--- config.mk ---
export PLATFORM = sky130hd
export DESIGN_NAME = framed_packet_parser_crc8_top_flat
export DESIGN_NICKNAME = d
export VERILOG_FILES = /design/src/hdl/fpp_pkg.sv /design/src/hdl/fpp_intf.sv /design/src/hdl/fpp_csr.sv /design/src/hdl/fpp_parser.sv /design/src/hdl/framed_packet_parser_crc8_top.sv /design/src/flat_wrapper.sv
export SDC_FILE = /design/constraint.sdc
export NUM_CORES = 1
export LEC_CHECK = 0
export ABC_AREA = 1
export CORE_ASPECT_RATIO = 1.25
export CORE_MARGIN = 1
export CORE_UTILIZATION = 64
export DETAILED_ROUTE_END_ITERATION = 12
export DONT_BUFFER_PORTS = 1
export GPL_TIMING_DRIVEN = 0
export PLACE_DENSITY = 0.79
export SYNTH_ARGS = -nofsm -noshare
export SYNTH_HDL_FRONTEND = slang
export SYNTH_SLANG_ARGS = --single-unit
--- constraint.sdc ---
create_clock -name clock -period 4.3 [get_ports clock]
set_input_delay 0.43 -clock clock [delete_from_list [all_inputs] [get_ports clock]]
set_output_delay 0.43 -clock clock [all_outputs]
set_load 0.02 [all_outputs]
--- src/hdl/fpp_pkg.sv ---
`timescale 1ns / 1ps
// ----------------------------------------------------------------------------
// fpp_pkg: shared types and constants of the framed packet parser
// phase codes, status and kind codes, register indexes, crc-8 update
// ----------------------------------------------------------------------------
package fpp_pkg;

   localparam int BYTE_W    = 8;
   localparam int TICK_W    = 16;
   localparam int STATUS_W  = 2;
   localparam int CSR_IDX_W = 3;
   localparam int CSR_DAT_W = 16;

   localparam logic [BYTE_W-1:0] CRC_POLY = 8'h07;
   localparam logic [BYTE_W-1:0] CRC_MSB  = 8'h80;

   // register reset values
   localparam logic [BYTE_W-1:0] START_MARKER_RST  = 8'd2;
   localparam logic [BYTE_W-1:0] END_MARKER_RST    = 8'd3;
   localparam logic [BYTE_W-1:0] BASE_KEY_RST      = 8'd0;
   localparam logic [BYTE_W-1:0] MAX_PAYLOAD_RST   = 8'd120;
   localparam logic [TICK_W-1:0] TIMEOUT_TICKS_RST = 16'd500;

   localparam logic [TICK_W-1:0] TICK_MAX = '1;

   // register indexes
   localparam logic [CSR_IDX_W-1:0] CSR_START_MARKER  = 3'd0;
   localparam logic [CSR_IDX_W-1:0] CSR_END_MARKER    = 3'd1;
   localparam logic [CSR_IDX_W-1:0] CSR_BASE_KEY      = 3'd2;
   localparam logic [CSR_IDX_W-1:0] CSR_MAX_PAYLOAD   = 3'd3;
   localparam logic [CSR_IDX_W-1:0] CSR_TIMEOUT_TICKS = 3'd4;

   // request op codes
   localparam logic OP_BYTE = 1'b0;
   localparam logic OP_TICK = 1'b1;

   // result kinds
   localparam logic KIND_PAYLOAD   = 1'b0;
   localparam logic KIND_FRAME_END = 1'b1;

   // frame end status
   localparam logic [STATUS_W-1:0] ST_OK      = 2'd0;
   localparam logic [STATUS_W-1:0] ST_CRC_BAD = 2'd1;
   localparam logic [STATUS_W-1:0] ST_ETX_BAD = 2'd2;
   localparam logic [STATUS_W-1:0] ST_TIMEOUT = 2'd3;

   typedef enum logic [6:0] {
      PH_IDLE    = 7'b0000001,
      PH_CMD     = 7'b0000010,
      PH_SALT    = 7'b0000100,
      PH_LEN     = 7'b0001000,
      PH_PAYLOAD = 7'b0010000,
      PH_CRC     = 7'b0100000,
      PH_ETX     = 7'b1000000
   } phase_type;

   typedef struct packed {
      logic [BYTE_W-1:0] start_marker;
      logic [BYTE_W-1:0] end_marker;
      logic [BYTE_W-1:0] base_key;
      logic [BYTE_W-1:0] max_payload;
      logic [TICK_W-1:0] timeout_ticks;
   } cfg_type;

   typedef struct packed {
      logic                op;
      logic [BYTE_W-1:0]   rx_data;
   } item_type;

   typedef struct packed {
      logic                kind;
      logic [BYTE_W-1:0]   payload_byte;
      logic [BYTE_W-1:0]   byte_index;
      logic [BYTE_W-1:0]   command;
      logic [BYTE_W-1:0]   frame_length;
      logic [STATUS_W-1:0] status;
   } result_type;

   // crc-8, msb first, one byte
   function automatic logic [BYTE_W-1:0] crc8_byte(input logic [BYTE_W-1:0] crc,
                                                   input logic [BYTE_W-1:0] b);
      logic [BYTE_W-1:0] c;
      c = crc ^ b;
      for (int k = 0; k < BYTE_W; k++) begin
         if ((c & CRC_MSB) != '0) begin
            c = (c << 1) ^ CRC_POLY;
         end else begin
            c = c << 1;
         end
      end
      return c;
   endfunction

endpackage

--- src/hdl/fpp_intf.sv ---
`timescale 1ns / 1ps
// ----------------------------------------------------------------------------
// fpp_intf: channel interfaces of the framed packet parser
// request, response and register write channels with valid/ready
// ----------------------------------------------------------------------------
interface fpp_req_if
   import fpp_pkg::*;
();
   logic              valid;
   logic              ready;
   logic              op;
   logic [BYTE_W-1:0] rx_data;

   modport source (output valid, op, rx_data, input ready);
   modport sink   (input valid, op, rx_data, output ready);
endinterface

interface fpp_rsp_if
   import fpp_pkg::*;
();
   logic                valid;
   logic                ready;
   logic                kind;
   logic [BYTE_W-1:0]   payload_byte;
   logic [BYTE_W-1:0]   byte_index;
   logic [BYTE_W-1:0]   command;
   logic [BYTE_W-1:0]   frame_length;
   logic [STATUS_W-1:0] status;

   modport source (output valid, kind, payload_byte, byte_index, command,
                   frame_length, status, input ready);
   modport sink   (input valid, kind, payload_byte, byte_index, command,
                   frame_length, status, output ready);
endinterface

interface fpp_csr_if
   import fpp_pkg::*;
();
   logic                 valid;
   logic                 ready;
   logic [CSR_IDX_W-1:0] index;
   logic [CSR_DAT_W-1:0] data;

   modport source (output valid, index, data, input ready);
   modport sink   (input valid, index, data, output ready);
endinterface

--- src/hdl/fpp_csr.sv ---
`timescale 1ns / 1ps
// ----------------------------------------------------------------------------
// fpp_csr: configuration registers
// takes register writes, always ready, unknown indexes ignored
// ----------------------------------------------------------------------------
module fpp_csr
   import fpp_pkg::*;
(
   input  logic    clock,
   input  logic    reset,
   fpp_csr_if.sink csr_if,
   output cfg_type cfg
);

   cfg_type cfg_ff;
   cfg_type cfg_in;

   assign csr_if.ready = 1'b1;
   assign cfg          = cfg_ff;

   always_comb begin
      cfg_in = cfg_ff;
      if (csr_if.valid) begin
         unique case (csr_if.index)
            CSR_START_MARKER:  cfg_in.start_marker  = csr_if.data[BYTE_W-1:0];
            CSR_END_MARKER:    cfg_in.end_marker    = csr_if.data[BYTE_W-1:0];
            CSR_BASE_KEY:      cfg_in.base_key      = csr_if.data[BYTE_W-1:0];
            CSR_MAX_PAYLOAD:   cfg_in.max_payload   = csr_if.data[BYTE_W-1:0];
            CSR_TIMEOUT_TICKS: cfg_in.timeout_ticks = csr_if.data[TICK_W-1:0];
            default:           cfg_in = cfg_ff;
         endcase
      end
   end

   always_ff @(posedge clock) begin
      if (reset) begin
         cfg_ff.start_marker  <= START_MARKER_RST;
         cfg_ff.end_marker    <= END_MARKER_RST;
         cfg_ff.base_key      <= BASE_KEY_RST;
         cfg_ff.max_payload   <= MAX_PAYLOAD_RST;
         cfg_ff.timeout_ticks <= TIMEOUT_TICKS_RST;
      end else begin
         cfg_ff <= cfg_in;
      end
   end

endmodule

--- src/hdl/fpp_parser.sv ---
`timescale 1ns / 1ps
// ----------------------------------------------------------------------------
// fpp_parser: frame state machine
// advances one item per step, keeps crc and session key, builds the result
// ----------------------------------------------------------------------------
module fpp_parser
   import fpp_pkg::*;
(
   input  logic       clock,
   input  logic       reset,
   input  cfg_type    cfg,
   input  logic       step,
   input  item_type   item,
   output logic       res_valid,
   output result_type res
);

   phase_type         phase_ff,   phase_in;
   logic [BYTE_W-1:0] cmd_ff,     cmd_in;
   logic [BYTE_W-1:0] key_ff,     key_in;
   logic [BYTE_W-1:0] length_ff,  length_in;
   logic [BYTE_W-1:0] index_ff,   index_in;
   logic [BYTE_W-1:0] crc_ff,     crc_in;
   logic [BYTE_W-1:0] crc_rx_ff,  crc_rx_in;
   logic [TICK_W-1:0] idle_ff,    idle_in;

   logic [BYTE_W-1:0] crc_next;
   logic [BYTE_W:0]   index_inc;
   logic [TICK_W-1:0] idle_inc;

   assign crc_next  = crc8_byte(crc_ff, item.rx_data);
   assign index_inc = {1'b0, index_ff} + 1'b1;
   assign idle_inc  = (idle_ff == TICK_MAX) ? idle_ff : idle_ff + 1'b1;

   always_comb begin
      phase_in  = phase_ff;
      cmd_in    = cmd_ff;
      key_in    = key_ff;
      length_in = length_ff;
      index_in  = index_ff;
      crc_in    = crc_ff;
      crc_rx_in = crc_rx_ff;
      idle_in   = idle_ff;

      res_valid        = 1'b0;
      res.kind         = KIND_PAYLOAD;
      res.payload_byte = '0;
      res.byte_index   = '0;
      res.command      = cmd_ff;
      res.frame_length = length_ff;
      res.status       = ST_OK;

      if (item.op == OP_TICK) begin
         if (phase_ff != PH_IDLE) begin
            idle_in = idle_inc;
            if (idle_inc > cfg.timeout_ticks) begin
               phase_in   = PH_IDLE;
               res_valid  = 1'b1;
               res.kind   = KIND_FRAME_END;
               res.status = ST_TIMEOUT;
            end
         end
      end else begin
         idle_in = '0;
         unique case (phase_ff)
            PH_IDLE: begin
               if (item.rx_data == cfg.start_marker) begin
                  cmd_in    = '0;
                  length_in = '0;
                  index_in  = '0;
                  key_in    = '0;
                  crc_in    = '0;
                  phase_in  = PH_CMD;
               end
            end
            PH_CMD: begin
               cmd_in   = item.rx_data;
               crc_in   = crc_next;
               phase_in = PH_SALT;
            end
            PH_SALT: begin
               key_in   = cfg.base_key ^ item.rx_data;
               crc_in   = crc_next;
               phase_in = PH_LEN;
            end
            PH_LEN: begin
               crc_in   = crc_next;
               index_in = '0;
               if (item.rx_data > cfg.max_payload) begin
                  // oversize frame is dropped silently
                  phase_in = PH_IDLE;
               end else begin
                  length_in = item.rx_data;
                  phase_in  = (item.rx_data == '0) ? PH_CRC : PH_PAYLOAD;
               end
            end
            PH_PAYLOAD: begin
               crc_in           = crc_next;
               res_valid        = 1'b1;
               res.payload_byte = item.rx_data ^ (key_ff + index_ff);
               res.byte_index   = index_ff;
               index_in         = index_inc[BYTE_W-1:0];
               if (index_inc >= {1'b0, length_ff}) begin
                  phase_in = PH_CRC;
               end
            end
            PH_CRC: begin
               crc_rx_in = item.rx_data;
               phase_in  = PH_ETX;
            end
            PH_ETX: begin
               phase_in  = PH_IDLE;
               res_valid = 1'b1;
               res.kind  = KIND_FRAME_END;
               if (item.rx_data != cfg.end_marker) begin
                  res.status = ST_ETX_BAD;
               end else if (crc_ff == crc_rx_ff) begin
                  res.status = ST_OK;
               end else begin
                  res.status = ST_CRC_BAD;
               end
            end
            default: phase_in = PH_IDLE;
         endcase
      end
   end

   always_ff @(posedge clock) begin
      if (reset) begin
         phase_ff  <= PH_IDLE;
         cmd_ff    <= '0;
         key_ff    <= '0;
         length_ff <= '0;
         index_ff  <= '0;
         crc_ff    <= '0;
         crc_rx_ff <= '0;
         idle_ff   <= '0;
      end else if (step) begin
         phase_ff  <= phase_in;
         cmd_ff    <= cmd_in;
         key_ff    <= key_in;
         length_ff <= length_in;
         index_ff  <= index_in;
         crc_ff    <= crc_in;
         crc_rx_ff <= crc_rx_in;
         idle_ff   <= idle_in;
      end
   end

endmodule

--- src/hdl/framed_packet_parser_crc8_top.sv ---
`timescale 1ns / 1ps
// ----------------------------------------------------------------------------
// framed_packet_parser_crc8_top: byte-serial frame parser with crc-8
// start, command, salt, length, payload, crc, end marker deframing
// ----------------------------------------------------------------------------
// usage
//   req channel: one request per byte (op 0) or per timer tick (op 1)
//   rsp channel: descrambled payload bytes (kind 0) and frame end reports
//     (kind 1) with status ok, crc mismatch, bad end marker or timeout;
//     payload bytes of a frame whose report is not ok are to be discarded
//   csr channel: register writes by index, always ready; write only while
//     the parser holds no request and no response is pending
// throughput: one request per cycle while the response register is free to
//   take a result; the frame state machine and the crc byte update are
//   combinational between the request register and the response register
// path: an accepted request loads the request register; its result, if it has
//   one, loads the response register when the parser steps on that request
// reset: synchronous; registers return to their defaults, the parser goes
//   idle and both pipeline registers are emptied
// stall: while rsp.ready is low the response register holds; one more
//   request may wait in the request register, then req.ready drops
// ----------------------------------------------------------------------------
module framed_packet_parser_crc8_top
   import fpp_pkg::*;
(
   input  logic      clock,
   input  logic      reset,
   fpp_req_if.sink   req_if,
   fpp_rsp_if.source rsp_if,
   fpp_csr_if.sink   csr_if
);

   cfg_type    cfg;

   // request register
   logic       req_vld_ff;
   item_type   req_ff;

   // response register
   logic       rsp_vld_ff;
   result_type rsp_ff;

   // parser outputs
   logic       res_valid;
   result_type res;

   logic       step;
   logic       rsp_free;

   // response register can take a new value when empty or being drained
   assign rsp_free = !rsp_vld_ff || rsp_if.ready;
   // the held request is parsed when its result has a place to go
   assign step     = req_vld_ff && rsp_free;

   assign req_if.ready = !req_vld_ff || step;

   fpp_csr u_csr (
      .clock  (clock),
      .reset  (reset),
      .csr_if (csr_if),
      .cfg    (cfg)
   );

   fpp_parser u_parser (
      .clock     (clock),
      .reset     (reset),
      .cfg       (cfg),
      .step      (step),
      .item      (req_ff),
      .res_valid (res_valid),
      .res       (res)
   );

   // request stage
   always_ff @(posedge clock) begin
      if (reset) begin
         req_vld_ff <= 1'b0;
      end else if (req_if.ready) begin
         req_vld_ff <= req_if.valid;
      end
   end

   always_ff @(posedge clock) begin
      if (req_if.valid && req_if.ready) begin
         req_ff.op      <= req_if.op;
         req_ff.rx_data <= req_if.rx_data;
      end
   end

   // response stage; requests without a result leave it untouched
   always_ff @(posedge clock) begin
      if (reset) begin
         rsp_vld_ff <= 1'b0;
      end else if (rsp_free) begin
         rsp_vld_ff <= step && res_valid;
      end
   end

   always_ff @(posedge clock) begin
      if (step && res_valid) begin
         rsp_ff <= res;
      end
   end

   assign rsp_if.valid        = rsp_vld_ff;
   assign rsp_if.kind         = rsp_ff.kind;
   assign rsp_if.payload_byte = rsp_ff.payload_byte;
   assign rsp_if.byte_index   = rsp_ff.byte_index;
   assign rsp_if.command      = rsp_ff.command;
   assign rsp_if.frame_length = rsp_ff.frame_length;
   assign rsp_if.status       = rsp_ff.status;

endmodule
--- src/flat_wrapper.sv ---
// flat-port wrapper written by rule: the top's interface ports become plain ports
module framed_packet_parser_crc8_top_flat import fpp_pkg::*;
  (clock, reset, req_if_valid, req_if_op, req_if_rx_data, req_if_ready, rsp_if_valid, rsp_if_kind, rsp_if_payload_byte, rsp_if_byte_index, rsp_if_command, rsp_if_frame_length, rsp_if_status, rsp_if_ready, csr_if_valid, csr_if_index, csr_if_data, csr_if_ready);
  fpp_req_if req_if_i ();
  fpp_rsp_if rsp_if_i ();
  fpp_csr_if csr_if_i ();
  input  logic clock;
  input  logic reset;
  input wire logic [$bits(req_if_i.valid)-1:0] req_if_valid;
  input wire logic [$bits(req_if_i.op)-1:0] req_if_op;
  input wire logic [$bits(req_if_i.rx_data)-1:0] req_if_rx_data;
  output wire logic [$bits(req_if_i.ready)-1:0] req_if_ready;
  output wire logic [$bits(rsp_if_i.valid)-1:0] rsp_if_valid;
  output wire logic [$bits(rsp_if_i.kind)-1:0] rsp_if_kind;
  output wire logic [$bits(rsp_if_i.payload_byte)-1:0] rsp_if_payload_byte;
  output wire logic [$bits(rsp_if_i.byte_index)-1:0] rsp_if_byte_index;
  output wire logic [$bits(rsp_if_i.command)-1:0] rsp_if_command;
  output wire logic [$bits(rsp_if_i.frame_length)-1:0] rsp_if_frame_length;
  output wire logic [$bits(rsp_if_i.status)-1:0] rsp_if_status;
  input wire logic [$bits(rsp_if_i.ready)-1:0] rsp_if_ready;
  input wire logic [$bits(csr_if_i.valid)-1:0] csr_if_valid;
  input wire logic [$bits(csr_if_i.index)-1:0] csr_if_index;
  input wire logic [$bits(csr_if_i.data)-1:0] csr_if_data;
  output wire logic [$bits(csr_if_i.ready)-1:0] csr_if_ready;
  assign req_if_i.valid = req_if_valid;
  assign req_if_i.op = req_if_op;
  assign req_if_i.rx_data = req_if_rx_data;
  assign req_if_ready = req_if_i.ready;
  assign rsp_if_valid = rsp_if_i.valid;
  assign rsp_if_kind = rsp_if_i.kind;
  assign rsp_if_payload_byte = rsp_if_i.payload_byte;
  assign rsp_if_byte_index = rsp_if_i.byte_index;
  assign rsp_if_command = rsp_if_i.command;
  assign rsp_if_frame_length = rsp_if_i.frame_length;
  assign rsp_if_status = rsp_if_i.status;
  assign rsp_if_i.ready = rsp_if_ready;
  assign csr_if_i.valid = csr_if_valid;
  assign csr_if_i.index = csr_if_index;
  assign csr_if_i.data = csr_if_data;
  assign csr_if_ready = csr_if_i.ready;
  framed_packet_parser_crc8_top u_core (.clock(clock), .reset(reset), .req_if(req_if_i), .rsp_if(rsp_if_i), .csr_if(csr_if_i));
endmodule
==> impl_metrics.env <==
export IMPL_rr_endpoint="u_core.rsp_if.byte_index[2]"
export IMPL_count_of_endpoints_failing_setup_in_the_final_report=0
export IMPL_global_route_overflow_total=0
export IMPL_ys_ff_latch=165
export IMPL_route_final_wire_length_mm=20.9
export IMPL_largest_net_degree_at_the_start_of_global_routing=36
export IMPL_internal_power_mw=2.56
export IMPL_clock_power_share_pct=41.0
export IMPL_final_util_pct=71.8
export IMPL_postSynthNetCount=1196
export IMPL_worstPathCellList="ha_1 > nand3_1 > nor2_2 > nand3_1 > nor2_2 > nand2_2 > nand4_1 > nand2_1 > ha_1 > nand4_1 > nor3_1 > nand2_1 > nand2_1 > nand3_1 > nand2_1 > nand2_1 > inv_1 > buf_16"
export IMPL_path_common_cell="nand2_1"
export IMPL_place_congestion=0.919
export IMPL_startpoint="u_core.u_parser.idle_ff[0]"
export IMPL_nNetsFinal=1216
export IMPL_tightest_pin_transition_ps=872
export IMPL_cts_resized=0
export IMPL_critical_path_reg2reg_startpoint="u_core.u_parser.idle_ff[0]"
export IMPL_synthesis_instances=1121
export IMPL_final_hold_worst_slack_ps=91.7
export IMPL_initial_utilization_pct=65.8
export IMPL_worstPathArrival_ps=3960
export IMPL_vias=7342
export IMPL_synth_warnings=0
export IMPL_drt_pass1_iter_count=5
export IMPL_power_per_cell_area_mw_per_mm2=367
export IMPL_std_cell_rows=47
export IMPL_crit_path_max_incr_delay_ps=410
export IMPL_timing_setup_critical_path_class="flip-flop to flip-flop"
export IMPL_leakage_nw=4.16
export IMPL_count_of_nets_left_with_antenna_violations_after_detail_routing=0
export IMPL_grt_first_pass_wirelength_mm=33.5
export IMPL_setup_worst_path_end_class="flip-flop"
export IMPL_seq_area_frac_synth_pct=43.0
export IMPL_clkSlewWorstSetupHoldPaths_ps=60
export IMPL_track_usage_pct=30.9
export IMPL_fp_dieW_um=106
export IMPL_path_max_fanout=27
export IMPL_detail_route_wl_per_cell_um=15.8
export IMPL_route_detailed_vias_per_inst=5.54
export IMPL_layoutNonFillerInstCount=1325
export IMPL_fin_skew_ps=7.57
export IMPL_dpl_worst_slack_ps=90.6
export IMPL_sw_frac_of_total_pct=26.6
export IMPL_postLayoutCellArea_sq_mm=0.00951
export IMPL_final_cell_mix="nand2_1 (224), inv_1 (135), nor2_1 (129), dfxtp_1 (121), a21oi_1 (103)"
export IMPL_place_inst=1292
export IMPL_ctsRootBufferMaster="clkbuf_16"
export IMPL_design_portCount=71
export IMPL_ff2ff_setup_slack_ps=480
export IMPL_post_route_cells_drive_above_1_share_pct=8.75
export IMPL_post_layout_total_power_mw=3.49
export IMPL_comb_power_share_pct=11.4
export IMPL_timing_final_crit_share_pct=88.8
export IMPL_max_slew_margin_pct=41.4
export IMPL_reg2regPathDepth=18
export IMPL_maxCapViolations=0
export IMPL_postCtsHoldBufs=0
export IMPL_cts_buffer_depth=2
export IMPL_run_status="finished, final reports clean"
export IMPL_post_route_min_period_ps=3820
export IMPL_holdCritPathClass="input port to flip-flop"
export IMPL_fp_dieArea_sq_mm=0.0141
export IMPL_port_buffers=0
export IMPL_cp_slowest_cell="dfxtp_1"
export IMPL_p_sw_mw=0.926
export IMPL_final_hold_violation_count=0
export IMPL_maxClockFrequency_mhz=262
export IMPL_grt_setup_unrepaired="no"
export IMPL_post_dp_hpwl_mm=15.3
export IMPL_postSynthAreaPerCell_sq_um=7.77
export IMPL_worst_slack_ps=481
export IMPL_drt_drc_violations_left=0
export IMPL_antenna_cells_inserted=0
export IMPL_cts_max_level=4
export IMPL_total_cts_buffers=17
export IMPL_insertion_delay_of_the_later_clocked_pin_in_the_worst_skew_pair_ps=430
export IMPL_floorplan_core_area_sq_mm=0.0132
export IMPL_drv_slew=0
export IMPL_totalNegativeSetupSlack_ps=0
export IMPL_critical_path_required_ps=4440
export IMPL_setup_worst_path_end="u_core.rsp_if.byte_index[2]"
export IMPL_mostFrequentLayoutCell="nand2_1"
export IMPL_dpl_instance_area_sq_mm=0.00892
export IMPL_cts_tree="built"
export IMPL_clock_sink_count=165
export IMPL_violation_count_after_the_first_detailed_route_iteration=449
export IMPL_fp_dieH_um=132
export IMPL_ys_types=45
export IMPL_syn_to_final_growth_pct=9.18
export IMPL_nature_of_the_critical_path_startpoint="flip-flop"
export IMPL_mappedNetlistArea_sq_mm=0.00871
export IMPL_postCtsSetupBuffers=0
export IMPL_vias_in_the_first_global_route=6876
export IMPL_worst_ir_drop_vdd_uv=340
export IMPL_share_seq_of_total_power_pct=47.6
export IMPL_number_of_antenna_violations_at_the_first_check_in_global_routing=0
## layer usage
layer	vias up	global-route usage [%]	wire length (um)
met5	-	0	0
met4	0	16.2	947
met3	68	6.08	1270
met2	262	54.1	10500
met1	3338	35.3	8160
li1	3674	-	-
## cells by family after synthesis
group / Yosys count / share of synthesized area (%)
simple gates: 468 / 23.5
compound gates: 205 / 12.5
buf+inv: 184 / 9.27
flops: 165 / 43.0
xor+xnor: 56 / 5.63
fa+ha+maj: 42 / 6.12
other cells: 1 / 0.0431
## how the worst min path moves through the flow
stage / startpoint / end / slack [ps] / depth (start not counted)
detailed placement: u_core.u_parser.length_ff[2] / u_core.rsp_if.frame_length[2] / 420 / 0
finish: req_if_rx_data[0] / u_core.req_ff[0] / 90 / 0
global placement: u_core.u_parser.length_ff[2] / u_core.rsp_if.frame_length[2] / 410 / 0
global route: req_if_rx_data[0] / u_core.req_ff[0] / 80 / 0
floorplan: u_core.u_parser.cmd_ff[0] / u_core.rsp_if.command[0] / 410 / 0
CTS: req_if_rx_data[0] / u_core.req_ff[0] / 80 / 0
## critical path, delay by kind of cell (launching register included)
| kind | cells | cell delay [ps] |
|---|---|---|
| DFF | 1 | 410 |
| buffers and inverters | 2 | 620 |
| and+or+nand+nor | 14 | 1940 |
| adders and majority gates | 2 | 540 |
## synthesized netlist by cell type
cell / n / area share (%)
o21ai_2: 1 / 0.10
clkbuf_1: 17 / 0.73
nor2_8: 1 / 0.23
nand2_2: 8 / 0.57
o21bai_1: 1 / 0.086
nor2_4: 5 / 0.65
o21ai_0: 69 / 4.0
nor2_1: 129 / 5.6
clkinv_2: 1 / 0.057
nand3b_4: 1 / 0.23
a21oi_1: 103 / 5.9
nand3_2: 1 / 0.11
buf_2: 4 / 0.23
nand2_1: 224 / 9.7
nand3_1: 42 / 2.4
a31oi_1: 1 / 0.072
buf_4: 4 / 0.34
dfxtp_1: 121 / 28
inv_6: 1 / 0.10
a21oi_4: 1 / 0.19
conb_1: 1 / 0.043
inv_2: 7 / 0.30
xnor2_1: 30 / 3.0
nor3_2: 3 / 0.34
ha_1: 41 / 5.9
fa_1: 1 / 0.23
a21oi_2: 1 / 0.10
nand4_1: 16 / 1.1
o21ai_1: 17 / 0.98
nand3b_2: 1 / 0.13
nor4_1: 4 / 0.29
o21ai_4: 1 / 0.19
buf_6: 11 / 1.4
inv_4: 3 / 0.22
or2_2: 7 / 0.50
xor2_1: 26 / 2.6
edfxtp_1: 44 / 15
clkinv_1: 1 / 0.043
a21o_1: 1 / 0.086
nor2_2: 5 / 0.36
o21a_1: 2 / 0.17
inv_1: 135 / 5.8
nand2_4: 1 / 0.13
o211ai_1: 7 / 0.60
nor3_1: 20 / 1.1
## registers in the layout (all words and copies together) (netlist names)
register	cells
u_core.u_csr.cfg	48
u_core.u_parser.idle_ff	16
u_core.req_ff	9
u_core.rsp_if.byte_index	8
u_core.rsp_if.command	8
u_core.rsp_if.frame_length	8
u_core.rsp_if.payload_byte	8
u_core.u_parser.cmd_ff	8
u_core.u_parser.crc_ff	8
u_core.u_parser.crc_rx_ff	8
u_core.u_parser.index_ff	8
u_core.u_parser.key_ff	8
u_core.u_parser.length_ff	8
u_core.u_parser.phase_ff	7
u_core.rsp_if.status	2
u_core.req_vld_ff	1
u_core.rsp_if.kind	1
u_core.rsp_if.valid	1
## power by group through the flow
| stage | registers [mW] | logic (mW) | clock network, mW |
|---|---|---|---|
| detailed placement | 1.69 | 0.389 | 0 |
| global route | 1.66 | 0.446 | 1.50 |
| floorplan | 1.69 | 0.304 | 0 |
| CTS | 1.66 | 0.393 | 1.43 |
| finish | 1.66 | 0.397 | 1.43 |
| global placement | 1.69 | 0.379 | 0 |
## area by class of cell
type	count	area [sq um]
inverter	148	569
multi-input combinational	772	4160
timing repair buffer	1	27.5
clock inverter	12	91.3
buffer	36	238
sequential	165	3740
fill	1097	3720
clock buffer	20	467
tap	171	214
No activity file was read; power rests on OpenSTA's default activity.
